--- config.mk ---
export PLATFORM = sky130hd
export DESIGN_NAME = random_draw_without_replacement_core
export DESIGN_NICKNAME = d
export VERILOG_FILES = /design/src/design/rdwr_pkg.sv /design/src/design/random_draw_without_replacement_core.sv /design/src/design/rdwr_ram.sv /design/src/design/rdwr_mod.sv
export SDC_FILE = /design/constraint.sdc
export NUM_CORES = 2
export LEC_CHECK = 0
export BUFFER_PORTS_ARGS = -buffer_cell sky130_fd_sc_hd__buf_2
export CAP_MARGIN = 0
export CORE_MARGIN = 4
export CORE_UTILIZATION = 45
export DETAILED_ROUTE_END_ITERATION = 8
export PLACE_DENSITY = 0.64
export SYNTH_ARGS = -nofsm -noshare
export SYNTH_HDL_FRONTEND = slang
export SYNTH_HIERARCHICAL = 1
export SYNTH_SLANG_ARGS = --single-unit
--- constraint.sdc ---
create_clock -name clk -period 17 [get_ports clk]
set_clock_uncertainty 0.1 [all_clocks]
set_input_delay 0.85 -clock clk [delete_from_list [all_inputs] [get_ports clk]]
set_output_delay 0.85 -clock clk [all_outputs]
set_load 0.05 [all_outputs]
--- src/design/rdwr_pkg.sv ---
package rdwr_pkg;

  localparam int unsigned ACT_W    = 2;
  localparam int unsigned IDX_W    = 6;
  localparam int unsigned VAL_W    = 32;
  localparam int unsigned RND_W    = 31;
  localparam int unsigned CFG_W    = 7;
  localparam int unsigned STATUS_W = 3;

  localparam int unsigned BAG_DEPTH_DEF   = 64;
  localparam int unsigned RETRY_LIMIT_DEF = 500;
  localparam logic [CFG_W-1:0] CFG_RESET  = 7'd64;

  localparam logic [VAL_W-1:0] USED_MARK = 32'h7FFF_FFFF;

  localparam logic [ACT_W-1:0] ACT_WRITE = 2'd0;
  localparam logic [ACT_W-1:0] ACT_FILL  = 2'd1;
  localparam logic [ACT_W-1:0] ACT_DRAW  = 2'd2;

  localparam logic [STATUS_W-1:0] STAT_LOADED    = 3'd0;
  localparam logic [STATUS_W-1:0] STAT_DRAWN     = 3'd1;
  localparam logic [STATUS_W-1:0] STAT_RETRY     = 3'd2;
  localparam logic [STATUS_W-1:0] STAT_TIMEOUT   = 3'd3;
  localparam logic [STATUS_W-1:0] STAT_EXHAUSTED = 3'd4;

  // The modulo unit retires this many dividend bits per cycle.
  localparam int unsigned MOD_RADIX = 8;
  localparam int unsigned MOD_STEPS = (RND_W + MOD_RADIX - 1) / MOD_RADIX;
  localparam int unsigned MOD_PAD_W = MOD_STEPS * MOD_RADIX;
  localparam int unsigned MOD_CNT_W = (MOD_STEPS > 1) ? $clog2(MOD_STEPS) : 1;

  typedef enum logic [2:0] {
    RDWR_IDLE,
    RDWR_FILL,
    RDWR_MOD,
    RDWR_READ,
    RDWR_CHECK
  } rdwr_state_t;

endpackage

--- src/design/random_draw_without_replacement_core.sv ---
// Shuffle-bag draw core. The bag of signed 32-bit entries lives in one synchronous RAM.
// Input channel: an item (in_action, in_index, in_value, in_random_value) is taken
// at a clock edge where start is high and busy is low.
// Result channel: every write, fill or draw item gives one word on out_status and
// out_drawn_value, shown for exactly one cycle with out_valid high; there is no
// back-pressure, the receiver must take it in that cycle. Action 3 gives no word.
// Config channel: cfg_data sets entry_count at an edge with cfg_valid and cfg_ready high;
// cfg_ready is always high. Write it only while the core is idle.
// Sequence, from the accepting edge to the result:
//   write: the result word follows in the next cycle; the next item may follow at once.
//   fill: one RAM write per effective entry, then the result word.
//   draw attempt: the modulo unit (8 bits of the random word per cycle) and its done
//   cycle, one RAM read and the check, which writes the used mark back on a hit;
//   an exhausted or timed-out attempt answers in the next cycle.
// Each item finishes before the next is taken; busy is high meanwhile.
// Reset (rst_n low, synchronous) clears the counts and the draw state and sets
// entry_count to 64; RAM contents are undefined until loaded.
module random_draw_without_replacement_core #(
  parameter int unsigned BAG_DEPTH   = rdwr_pkg::BAG_DEPTH_DEF,
  parameter int unsigned RETRY_LIMIT = rdwr_pkg::RETRY_LIMIT_DEF
) (
  input  logic                                clk,
  input  logic                                rst_n,
  input  logic                                start,
  output logic                                busy,
  input  logic [rdwr_pkg::ACT_W-1:0]          in_action,
  input  logic [rdwr_pkg::IDX_W-1:0]          in_index,
  input  logic signed [rdwr_pkg::VAL_W-1:0]   in_value,
  input  logic [rdwr_pkg::RND_W-1:0]          in_random_value,
  output logic                                out_valid,
  output logic [rdwr_pkg::STATUS_W-1:0]       out_status,
  output logic signed [rdwr_pkg::VAL_W-1:0]   out_drawn_value,
  input  logic                                cfg_valid,
  output logic                                cfg_ready,
  input  logic [rdwr_pkg::CFG_W-1:0]          cfg_data
);

  import rdwr_pkg::*;

  localparam int unsigned AW   = $clog2(BAG_DEPTH);
  localparam int unsigned CLOG = $clog2(BAG_DEPTH + 1);
  localparam int unsigned CW   = (CLOG > CFG_W) ? CLOG : CFG_W;
  localparam int unsigned RW   = $clog2(RETRY_LIMIT + 1);

  rdwr_state_t state_r, state_nxt;

  logic [CFG_W-1:0]    cfg_r;
  logic [CW-1:0]       used_r, used_nxt;
  logic                active_r, active_nxt;
  logic [RW-1:0]       retries_r, retries_nxt;
  logic [AW-1:0]       fill_k_r, fill_k_nxt;
  logic [VAL_W-1:0]    fill_val_r, fill_val_nxt;
  logic [AW-1:0]       rd_addr_r, rd_addr_nxt;
  logic                out_valid_r, out_valid_nxt;
  logic [STATUS_W-1:0] out_status_r, out_status_nxt;
  logic [VAL_W-1:0]    out_value_r, out_value_nxt;

  logic [CW-1:0]    count;
  logic [RW-1:0]    ret_eff;
  logic             accept;
  logic             idx_ok;
  logic             ram_we;
  logic [AW-1:0]    ram_waddr;
  logic [VAL_W-1:0] ram_wdata;
  logic             ram_re;
  logic [AW-1:0]    ram_raddr;
  logic [VAL_W-1:0] ram_rdata;
  logic             mod_start;
  logic             mod_done;
  logic [CW-1:0]    mod_rem;

  assign count = (cfg_r == '0) ? CW'(1) :
                 (CW'(cfg_r) > CW'(BAG_DEPTH)) ? CW'(BAG_DEPTH) : CW'(cfg_r);
  assign ret_eff   = active_r ? retries_r : RW'(RETRY_LIMIT);
  assign busy      = (state_r != RDWR_IDLE);
  assign accept    = start && !busy;
  assign idx_ok    = (32'(in_index) < BAG_DEPTH);
  assign cfg_ready = 1'b1;

  rdwr_ram #(
    .WIDTH(VAL_W),
    .DEPTH(BAG_DEPTH)
  ) u_ram (
    .clk  (clk),
    .we   (ram_we),
    .waddr(ram_waddr),
    .wdata(ram_wdata),
    .re   (ram_re),
    .raddr(ram_raddr),
    .rdata(ram_rdata)
  );

  rdwr_mod #(
    .CW(CW)
  ) u_mod (
    .clk     (clk),
    .rst_n   (rst_n),
    .start   (mod_start),
    .dividend(in_random_value),
    .divisor (count),
    .done    (mod_done),
    .rem     (mod_rem)
  );

  always_ff @(posedge clk) begin
    if (!rst_n) begin
      state_r     <= RDWR_IDLE;
      cfg_r       <= CFG_RESET;
      used_r      <= '0;
      active_r    <= 1'b0;
      retries_r   <= '0;
      fill_k_r    <= '0;
      out_valid_r <= 1'b0;
    end else begin
      state_r     <= state_nxt;
      used_r      <= used_nxt;
      active_r    <= active_nxt;
      retries_r   <= retries_nxt;
      fill_k_r    <= fill_k_nxt;
      out_valid_r <= out_valid_nxt;
      if (cfg_valid && cfg_ready) begin
        cfg_r <= cfg_data;
      end
    end
    fill_val_r   <= fill_val_nxt;
    rd_addr_r    <= rd_addr_nxt;
    out_status_r <= out_status_nxt;
    out_value_r  <= out_value_nxt;
  end

  always_comb begin
    state_nxt      = state_r;
    used_nxt       = used_r;
    active_nxt     = active_r;
    retries_nxt    = retries_r;
    fill_k_nxt     = fill_k_r;
    fill_val_nxt   = fill_val_r;
    rd_addr_nxt    = rd_addr_r;
    out_valid_nxt  = 1'b0;
    out_status_nxt = out_status_r;
    out_value_nxt  = out_value_r;
    ram_we         = 1'b0;
    ram_waddr      = fill_k_r;
    ram_wdata      = fill_val_r + VAL_W'(fill_k_r);
    ram_re         = 1'b0;
    ram_raddr      = AW'(mod_rem);
    mod_start      = 1'b0;

    case (state_r)
      RDWR_IDLE: begin
        if (accept) begin
          case (in_action)
            ACT_WRITE: begin
              ram_we         = idx_ok;
              ram_waddr      = AW'(in_index);
              ram_wdata      = in_value;
              used_nxt       = '0;
              active_nxt     = 1'b0;
              out_valid_nxt  = 1'b1;
              out_status_nxt = STAT_LOADED;
              out_value_nxt  = '0;
            end
            ACT_FILL: begin
              fill_val_nxt = in_value;
              fill_k_nxt   = '0;
              state_nxt    = RDWR_FILL;
            end
            ACT_DRAW: begin
              if (!active_r && (used_r >= count)) begin
                out_valid_nxt  = 1'b1;
                out_status_nxt = STAT_EXHAUSTED;
                out_value_nxt  = USED_MARK;
              end else begin
                if (!active_r) begin
                  used_nxt = used_r + 1'b1;
                end
                if (ret_eff == '0) begin
                  active_nxt     = 1'b0;
                  out_valid_nxt  = 1'b1;
                  out_status_nxt = STAT_TIMEOUT;
                  out_value_nxt  = USED_MARK;
                end else begin
                  active_nxt  = 1'b1;
                  retries_nxt = ret_eff - 1'b1;
                  mod_start   = 1'b1;
                  state_nxt   = RDWR_MOD;
                end
              end
            end
            default: begin
            end
          endcase
        end
      end
      RDWR_FILL: begin
        ram_we     = 1'b1;
        fill_k_nxt = fill_k_r + 1'b1;
        if (CW'(fill_k_r) == (count - 1'b1)) begin
          used_nxt       = '0;
          active_nxt     = 1'b0;
          out_valid_nxt  = 1'b1;
          out_status_nxt = STAT_LOADED;
          out_value_nxt  = '0;
          state_nxt      = RDWR_IDLE;
        end
      end
      RDWR_MOD: begin
        if (mod_done) begin
          ram_re      = 1'b1;
          rd_addr_nxt = AW'(mod_rem);
          state_nxt   = RDWR_READ;
        end
      end
      RDWR_READ: begin
        state_nxt = RDWR_CHECK;
      end
      RDWR_CHECK: begin
        out_valid_nxt = 1'b1;
        if (ram_rdata != USED_MARK) begin
          ram_we         = 1'b1;
          ram_waddr      = rd_addr_r;
          ram_wdata      = USED_MARK;
          active_nxt     = 1'b0;
          out_status_nxt = STAT_DRAWN;
          out_value_nxt  = ram_rdata;
        end else begin
          out_status_nxt = STAT_RETRY;
          out_value_nxt  = '0;
        end
        state_nxt = RDWR_IDLE;
      end
      default: begin
        state_nxt = RDWR_IDLE;
      end
    endcase
  end

  assign out_valid       = out_valid_r;
  assign out_status      = out_status_r;
  assign out_drawn_value = out_value_r;

  a_out_when_idle: assert property (@(posedge clk) disable iff (!rst_n)
    out_valid |-> !busy)
    else $error("result word shown while an item is still at work");

  a_used_bounded: assert property (@(posedge clk) disable iff (!rst_n)
    used_r <= CW'(BAG_DEPTH))
    else $error("used count ran past the bag depth");

  a_read_then_check: assert property (@(posedge clk) disable iff (!rst_n)
    state_r == RDWR_READ |=> state_r == RDWR_CHECK)
    else $error("RAM read data not consumed in the following cycle");

  a_mod_done_in_mod: assert property (@(posedge clk) disable iff (!rst_n)
    mod_done |-> state_r == RDWR_MOD)
    else $error("modulo result arrived outside a draw attempt");

  a_drawn_not_mark: assert property (@(posedge clk) disable iff (!rst_n)
    (out_valid && out_status == STAT_DRAWN) |-> out_drawn_value != USED_MARK)
    else $error("a used entry was handed out as drawn");

endmodule

--- src/design/rdwr_ram.sv ---
module rdwr_ram #(
  parameter int unsigned WIDTH = 32,
  parameter int unsigned DEPTH = 64
) (
  input  logic                     clk,
  input  logic                     we,
  input  logic [$clog2(DEPTH)-1:0] waddr,
  input  logic [WIDTH-1:0]         wdata,
  input  logic                     re,
  input  logic [$clog2(DEPTH)-1:0] raddr,
  output logic [WIDTH-1:0]         rdata
);

  logic [WIDTH-1:0] mem [DEPTH];
  logic [WIDTH-1:0] rdata_r;

  always_ff @(posedge clk) begin
    if (we) begin
      mem[waddr] <= wdata;
    end
    if (re) begin
      rdata_r <= mem[raddr];
    end
  end

  assign rdata = rdata_r;

endmodule

--- src/design/rdwr_mod.sv ---
module rdwr_mod #(
  parameter int unsigned CW = 7
) (
  input  logic                        clk,
  input  logic                        rst_n,
  input  logic                        start,
  input  logic [rdwr_pkg::RND_W-1:0]  dividend,
  input  logic [CW-1:0]               divisor,
  output logic                        done,
  output logic [CW-1:0]               rem
);

  import rdwr_pkg::*;

  logic [MOD_PAD_W-1:0] sh_r;
  logic [CW-1:0]        rem_r;
  logic [CW-1:0]        rem_nxt;
  logic [CW-1:0]        div_r;
  logic [MOD_CNT_W-1:0] cnt_r;
  logic                 run_r;
  logic                 done_r;

  // Restoring remainder, several bits per cycle; the partial remainder stays below the divisor.
  always_comb begin
    logic [CW:0] t;
    rem_nxt = rem_r;
    for (int i = 0; i < int'(MOD_RADIX); i++) begin
      t = {rem_nxt, sh_r[MOD_PAD_W-1-i]};
      if (t >= {1'b0, div_r}) begin
        t = t - {1'b0, div_r};
      end
      rem_nxt = t[CW-1:0];
    end
  end

  always_ff @(posedge clk) begin
    if (!rst_n) begin
      run_r  <= 1'b0;
      done_r <= 1'b0;
      cnt_r  <= '0;
    end else begin
      done_r <= 1'b0;
      if (start) begin
        sh_r  <= MOD_PAD_W'(dividend);
        rem_r <= '0;
        div_r <= divisor;
        cnt_r <= MOD_CNT_W'(MOD_STEPS - 1);
        run_r <= 1'b1;
      end else if (run_r) begin
        sh_r  <= sh_r << MOD_RADIX;
        rem_r <= rem_nxt;
        if (cnt_r == '0) begin
          run_r  <= 1'b0;
          done_r <= 1'b1;
        end else begin
          cnt_r <= cnt_r - 1'b1;
        end
      end
    end
  end

  assign done = done_r;
  assign rem  = rem_r;

endmodule

== After elaboration in Yosys (flattened, before gate mapping) ==
Memory sizes are Yosys's and may differ from the RTL's. A register that Yosys moved wholly into a read port is not among the register bits.
Index checks and enable logic that the tools add are counted.
W data, S select, Z words.
Operators by class
  reduce and logical (&&, ||, !) cells: 25
  add/sub/neg operators: 14
  bitwise logic cells: 4
  equal/unequal tests: 20
  multiplexer cells: 83
  $lt $le $gt $ge: 10
Operators with widths (number)
  $mux W32: 9
  $pmux W32 S2: 2
  $mux W7: 15
  $pmux W32 S3: 1
  $ge A8 B7 Y1: 8
  $sub A7 B7 Y7: 8
  $add A32 B6 Y32: 1
  $ne A32 B31 Y1 const B: 1
  $mux W31: 1
  $mux W6: 5
  $pmux W7 S2: 2
  $mux W1: 24
  $mux W3: 8
  $pmux W6 S2: 2
  $reduce_and A6 Y1: 3
  $pmux W3 S2: 2
  $pmux W3 S4: 1
  $reduce_and A5 Y1: 2
  $logic_not A9 Y1: 1
  $mux W9: 1
  $ne A3 B3 Y1 const B: 3
  $pmux W1 S3: 3
  $pmux W3 S3: 1
  $sub A9 B1 Y9 const B: 1
  29 further kinds: 51
Storage, ports and cells
  memories: 1
  input port bits: 82
  register bits after elaboration: 157
  bits in writable memories: 2048
Memories
  u_ram.mem: words 64, width 32, rd ports 1, clocked after memory_dff 1, wr ports 1, line rdwr_ram.sv:14  | logic [WIDTH-1:0] mem [DEPTH];

== Logic depth before layout (Yosys ltp) ==
  depth in word-level cells: 17
  gate-level depth with buffers: 82

== Cells and area by module ==
Netlist, hierarchy kept.
By module, submodules not included
  rdwr_ram: area each 79359.9 sq um, times used 1, cells each 3511, seq. area each 62459.9 sq um
  random_draw_without_replacement_core: area each 6209.7 sq um, times used 1, cells each 662, seq. area each 2872.8 sq um
  rdwr_mod: area each 5257.5 sq um, times used 1, cells each 538, seq. area each 1461.4 sq um

== Worst setup path after synthesis ==
No wires, ideal clock.
  path kind: flip-flop to flip-flop
  start point: register u_mod.div_r[1]
  end point: register u_mod.rem_r[1], in the netlist u_mod/rem[1] (data pin)
  arrival time: 15.394 ns
  stages on the path, launching flop included: 76
  setup time: 0.170 ns
  required time: 16.730 ns
  path buffers: 2
  path slack: 1.337 ns
  path through: edfxtp_1 > inv_1 > fa_1 > nand3_2 > a31o_1 > and2_1 > buf_6 > mux2_1 > ha_1 > a21oi_1 > o21bai_1 > a211oi_1 > o211ai_4 > buf_4 > mux2_2 > ha_1 > o21a_1 > o31a_1 > [... 40 more ...] > o21ai_0 > nand2b_1 > o21bai_1 > a21oi_1 > nand2_1 > nor3_1 > or3_1 > nand2_1 > fa_1 > a21o_1 > a21oi_1 > o21bai_1 > a21oi_1 > o21ai_0 > a21oi_1 > o31a_2 > a21oi_1 > a311oi_2
Between the ends
  longest elaborated chain between the ends: 17
RTL lines
  start, declared: line rdwr_mod.sv:18  | logic [CW-1:0] div_r;
  start signal, assigned: line rdwr_mod.sv:46  | div_r <= divisor;
  $sub A7 B7 Y7 or $ge A8 B7 Y1 (tied branches): line rdwr_mod.sv:30, rdwr_mod.sv:29
  $mux W7: line rdwr_mod.sv:29  | if (t >= {1'b0, div_r}) begin
  $sub A7 B7 Y7 or $ge A8 B7 Y1 (tied branches): line rdwr_mod.sv:30, rdwr_mod.sv:29
  $mux W7: line rdwr_mod.sv:29
  $sub A7 B7 Y7 or $ge A8 B7 Y1 (tied branches): line rdwr_mod.sv:30, rdwr_mod.sv:29
  $mux W7: line rdwr_mod.sv:29
  $sub A7 B7 Y7 or $ge A8 B7 Y1 (tied branches): line rdwr_mod.sv:30, rdwr_mod.sv:29
  $mux W7: line rdwr_mod.sv:29
  $sub A7 B7 Y7 or $ge A8 B7 Y1 (tied branches): line rdwr_mod.sv:30, rdwr_mod.sv:29
  $mux W7: line rdwr_mod.sv:29
  $sub A7 B7 Y7 or $ge A8 B7 Y1 (tied branches): line rdwr_mod.sv:30, rdwr_mod.sv:29
  $mux W7: line rdwr_mod.sv:29
  $ge A8 B7 Y1 or $sub A7 B7 Y7 (tied branches): line rdwr_mod.sv:29, rdwr_mod.sv:30
  $mux W7: line rdwr_mod.sv:29
  $sub A7 B7 Y7 or $ge A8 B7 Y1 (tied branches): line rdwr_mod.sv:30, rdwr_mod.sv:29
  $mux W7 (*): line rdwr_mod.sv:29
  $mux W7 (*): line rdwr_mod.sv:49  | end else if (run_r) begin
  end signal, assigned: line rdwr_mod.sv:51  | rem_r <= rem_nxt;
  end, declared: line rdwr_mod.sv:16  | logic [CW-1:0] rem_r;
Mark *: on every way between the ends. The rest lies on a longest branch, timed or not. The select of a mux whose other input is x is not followed.
A chain may end at the register's enable or synchronous reset.

== Final worst setup path ==
  start point: register u_mod.sh_r[31]
  end point: register u_mod.rem_r[1], in the netlist u_mod/rem[1] (data pin)
Between the ends
  longest elaborated chain between the ends: 17
RTL lines
  start, declared: line rdwr_mod.sv:15  | logic [MOD_PAD_W-1:0] sh_r;
  start signal, assigned: line rdwr_mod.sv:44  | sh_r <= MOD_PAD_W'(dividend);
  start signal, assigned: line rdwr_mod.sv:50  | sh_r <= sh_r << MOD_RADIX;
  $sub A7 B7 Y7 or $ge A8 B7 Y1 (tied branches): line rdwr_mod.sv:30, rdwr_mod.sv:29
  $mux W7 (*): line rdwr_mod.sv:29
  $sub A7 B7 Y7 or $ge A8 B7 Y1 (tied branches): line rdwr_mod.sv:30, rdwr_mod.sv:29
  $mux W7 (*): line rdwr_mod.sv:29
  $sub A7 B7 Y7 or $ge A8 B7 Y1 (tied branches): line rdwr_mod.sv:30, rdwr_mod.sv:29
  $mux W7 (*): line rdwr_mod.sv:29
  $sub A7 B7 Y7 or $ge A8 B7 Y1 (tied branches): line rdwr_mod.sv:30, rdwr_mod.sv:29
  $mux W7 (*): line rdwr_mod.sv:29
  $sub A7 B7 Y7 or $ge A8 B7 Y1 (tied branches): line rdwr_mod.sv:30, rdwr_mod.sv:29
  $mux W7 (*): line rdwr_mod.sv:29
  $sub A7 B7 Y7 or $ge A8 B7 Y1 (tied branches): line rdwr_mod.sv:30, rdwr_mod.sv:29
  $mux W7 (*): line rdwr_mod.sv:29
  $ge A8 B7 Y1 or $sub A7 B7 Y7 (tied branches): line rdwr_mod.sv:29, rdwr_mod.sv:30
  $mux W7 (*): line rdwr_mod.sv:29
  $sub A7 B7 Y7 or $ge A8 B7 Y1 (tied branches): line rdwr_mod.sv:30, rdwr_mod.sv:29
  $mux W7 (*): line rdwr_mod.sv:29
  $mux W7 (*): line rdwr_mod.sv:49
Marks and branches as above.

==> flow_summary_export.csv <==
group,metric,value,unit
critical_path,critPathArrivalTime,16.45,ns
finish,final_cells,7853,
synthesis,syn_area,0.0908,sq mm
grt,grt_max_degree,97,
clocking,cts_tree,"built",
critical_path,slowest_delay,0.44,ns
synthesis,synth_commonest_cells,"2199 x edfxtp_1, 446 x mux4_2, 216 x mux2i_1, 153 x nor2_1, 133 x a22oi_1",
synthesis,yosys_most_used_dff,"edfxtp_1",
clocking,clkLatencyLatePin,0.87,ns
synthesis,synthDistinctLibCells,107,
clocking,clk_path_buf_depth,3,
worst_hold_path,hold_class,"in -> reg",
critical_path,crit_buf_inv,9,
synthesis,ys_seq_area_share,73.5,%
routing,first_pass_iters,5,
finish,layout-drive-gt1-share,24.6,%
routing,drc,0,
floorplan,io_pins,120,
synthesis,synth_enable_flop_cells,2199,
routing,vias,48637,
floorplan,die_h,457,um
synthesis,ys_async_sr_fraction,0,%
place,gp_congestion,0.859,
sta,setup_viol,0,
synthesis,avgSynthCellArea,19.3,sq um
sta,clock.fmax,62.9,MHz
critical_path,crit_slowest_cell,"fa_1",
routing,antenna_left,0,
grt,grt_use_total,23.3,%
run_status,outcome,"finished, final reports clean",
synthesis,yosysMostFrequentCell,"edfxtp_1",
worst_hold_path,hold-path-cell-count,1,
place,placement.io_buffers,118,
sta,worst_slew_pin_slew,1.37,ns
floorplan,start_util,45.4,%
clocking,clk_pin_slew,0.06,ns
run,cap_violations,0,
sta,max-slew-margin-rel,7.98,%
finish,nets,5171,
critical_path,start_kind,"register",
grt,antenna_found_initial,13,
critical_path,critPathKind,"reg -> reg",
floorplan,dieArea,0.209,sq mm
sta,fin_crit,15.89,ns
critical_path,endpoint_kind,"register",
synthesis,ys_ff_latch,2237,
synthesis,syn_inst,4711,
critical_path,reg2reg_depth,78,
place,dp_hpwl,142000,um
synthesis,synth.yosys.warnings,6,
grt,grt_pass1_wl,350000,um
critical_path,cp_max_fo,7,
routing,viasPerCell,6.19,
floorplan,row_count,164,
routing,drt_iter0_markers,5959,
critical_path,cp_top_family,"compound AO/OA/AOI/OAI gates",
finish,area_growth,13.0,%
synthesis,synth_top_area_share,72.7,%
sta,hold_violations,0,
synthesis,yosys-top-cells-area,"edfxtp_1 73%, mux4_2 11%, mux2i_1 2.4%",
routing,wirelength,246000,um
clocking,cts_buffers,219,
place,dp.cells,7437,
floorplan,die_x,457,um
grt,grt_pass1_vias,47803,
floorplan,core,0.200,sq mm
synthesis,syn_nets,4876,
clocking,h-tree-depth,4,
grt,overflow,0,
clocking,clock-sinks,2237,
synthesis,synth_top_cell_by_area,"edfxtp_1",
critical_path,required,17.57,ns
sta,finalMaxSlewViolations,0,
routing,avgRoutedWirePerCell,31.3,um
clocking,cts-root-buf,"clkbuf_16",
critical_path,critical_path_cell_count,78,
sta,fin_crit_sh,93.5,%
==> through the flow <==
stage / util [%] / TNS [ns] / setup slack (ns) / instance area [sq um] / hold WS, ns
floorplan: - / 0 / 1.34 / 90800 / 0.352
global placement: 47.7 / 0 / 0.345 / 95600 / 0.374
detailed placement: 47.7 / 0 / 0.154 / 95600 / 0.393
CTS: 51.1 / 0 / 0.0819 / 102000 / 0.0140
global route: 51.2 / -0.310 / -0.0686 / 103000 / 0.0402
finish: 51.2 / 0 / 1.11 / 103000 / 0.0860
==> placed cells by master, fill, tap and decap left out, drive strengths merged, types with 94 or more instances in the layout <==
cell and n:
a21oi 98, a22oi 133, buf 327, clkbuf 281, clkinv 98, edfxtp 2199
mux2i 217, mux4 446, nand2 129, nor2 156, o21ai 94
==> final cells by class <==
cell class	count	area, sq um
fill	15787	97700
sequential	2237	66800
multi-input combinational	2149	23100
clock buffer	281	5770
tap	2656	3320
timing repair buffer	327	2220
clock inverter	120	1070
inverter	72	270
antenna	11	27.5
==> kinds of logic after synthesis <==
| kind of cell | synth area share, % |
|---|---|
| multiplexers | 13.9 |
| flip-flops | 73.5 |
| AND/OR/NAND/NOR | 3.70 |
| XOR/XNOR | 0.453 |
| adder cells (fa/ha/maj) | 1.22 |
| AO/OA/AOI/OAI | 5.23 |
| buffers and inverters | 1.94 |
| other | 0.00413 |
==> routing by layer <==
| metal | up-vias | global-route usage (%) | part of all wire (%) |
|---|---|---|---|
| li1 | 20105 | - | - |
| met1 | 25789 | 33.0 | 40 |
| met2 | 2383 | 35.9 | 47 |
| met3 | 360 | 4.82 | 9.5 |
| met4 | 0 | 8.32 | 3.5 |
| met5 | - | 0 | 0 |
==> worst paths after layout <==
check | start | endpoint | slack [ns]
max | u_mod/sh_r[31]$_SDFFCE_PP0P_ | u_mod/rem[1]$_SDFFCE_PP0P_ | 1.11
max reg2reg | u_mod/sh_r[31]$_SDFFCE_PP0P_ | u_mod/rem[1]$_SDFFCE_PP0P_ | 1.11
min reg2reg | used_r[6]$_SDFFE_PN0P_ | used_r[6]$_SDFFE_PN0P_ | 0.40
min | in_value[12] | fill_val_r[12]$_DFFE_PP_ | 0.09
==> flip-flops by register name, summed over array words and instances (netlist names), 3 cells and up <==
name	flops
u_mod/rem	7
u_ram/rdata	32
out_status	3
fill_val_r	32
rd_addr_r	6
used_r	7
u_ram/mem	2048
u_mod/sh_r	32
cfg_r	7
retries_r	9
u_mod/div_r	7
state_r	3
fill_k_r	6
out_drawn_value	32
==> repair_timing <==
item	4_1_cts	5_1_grt
hold buffers	0	0
setup buffers	0	4
endpoints found under the setup margin	0	7
resized for setup	0	32
Power is not shown: default switching activity piles up to over one toggle a cycle in this logic, so the estimate is an artifact.
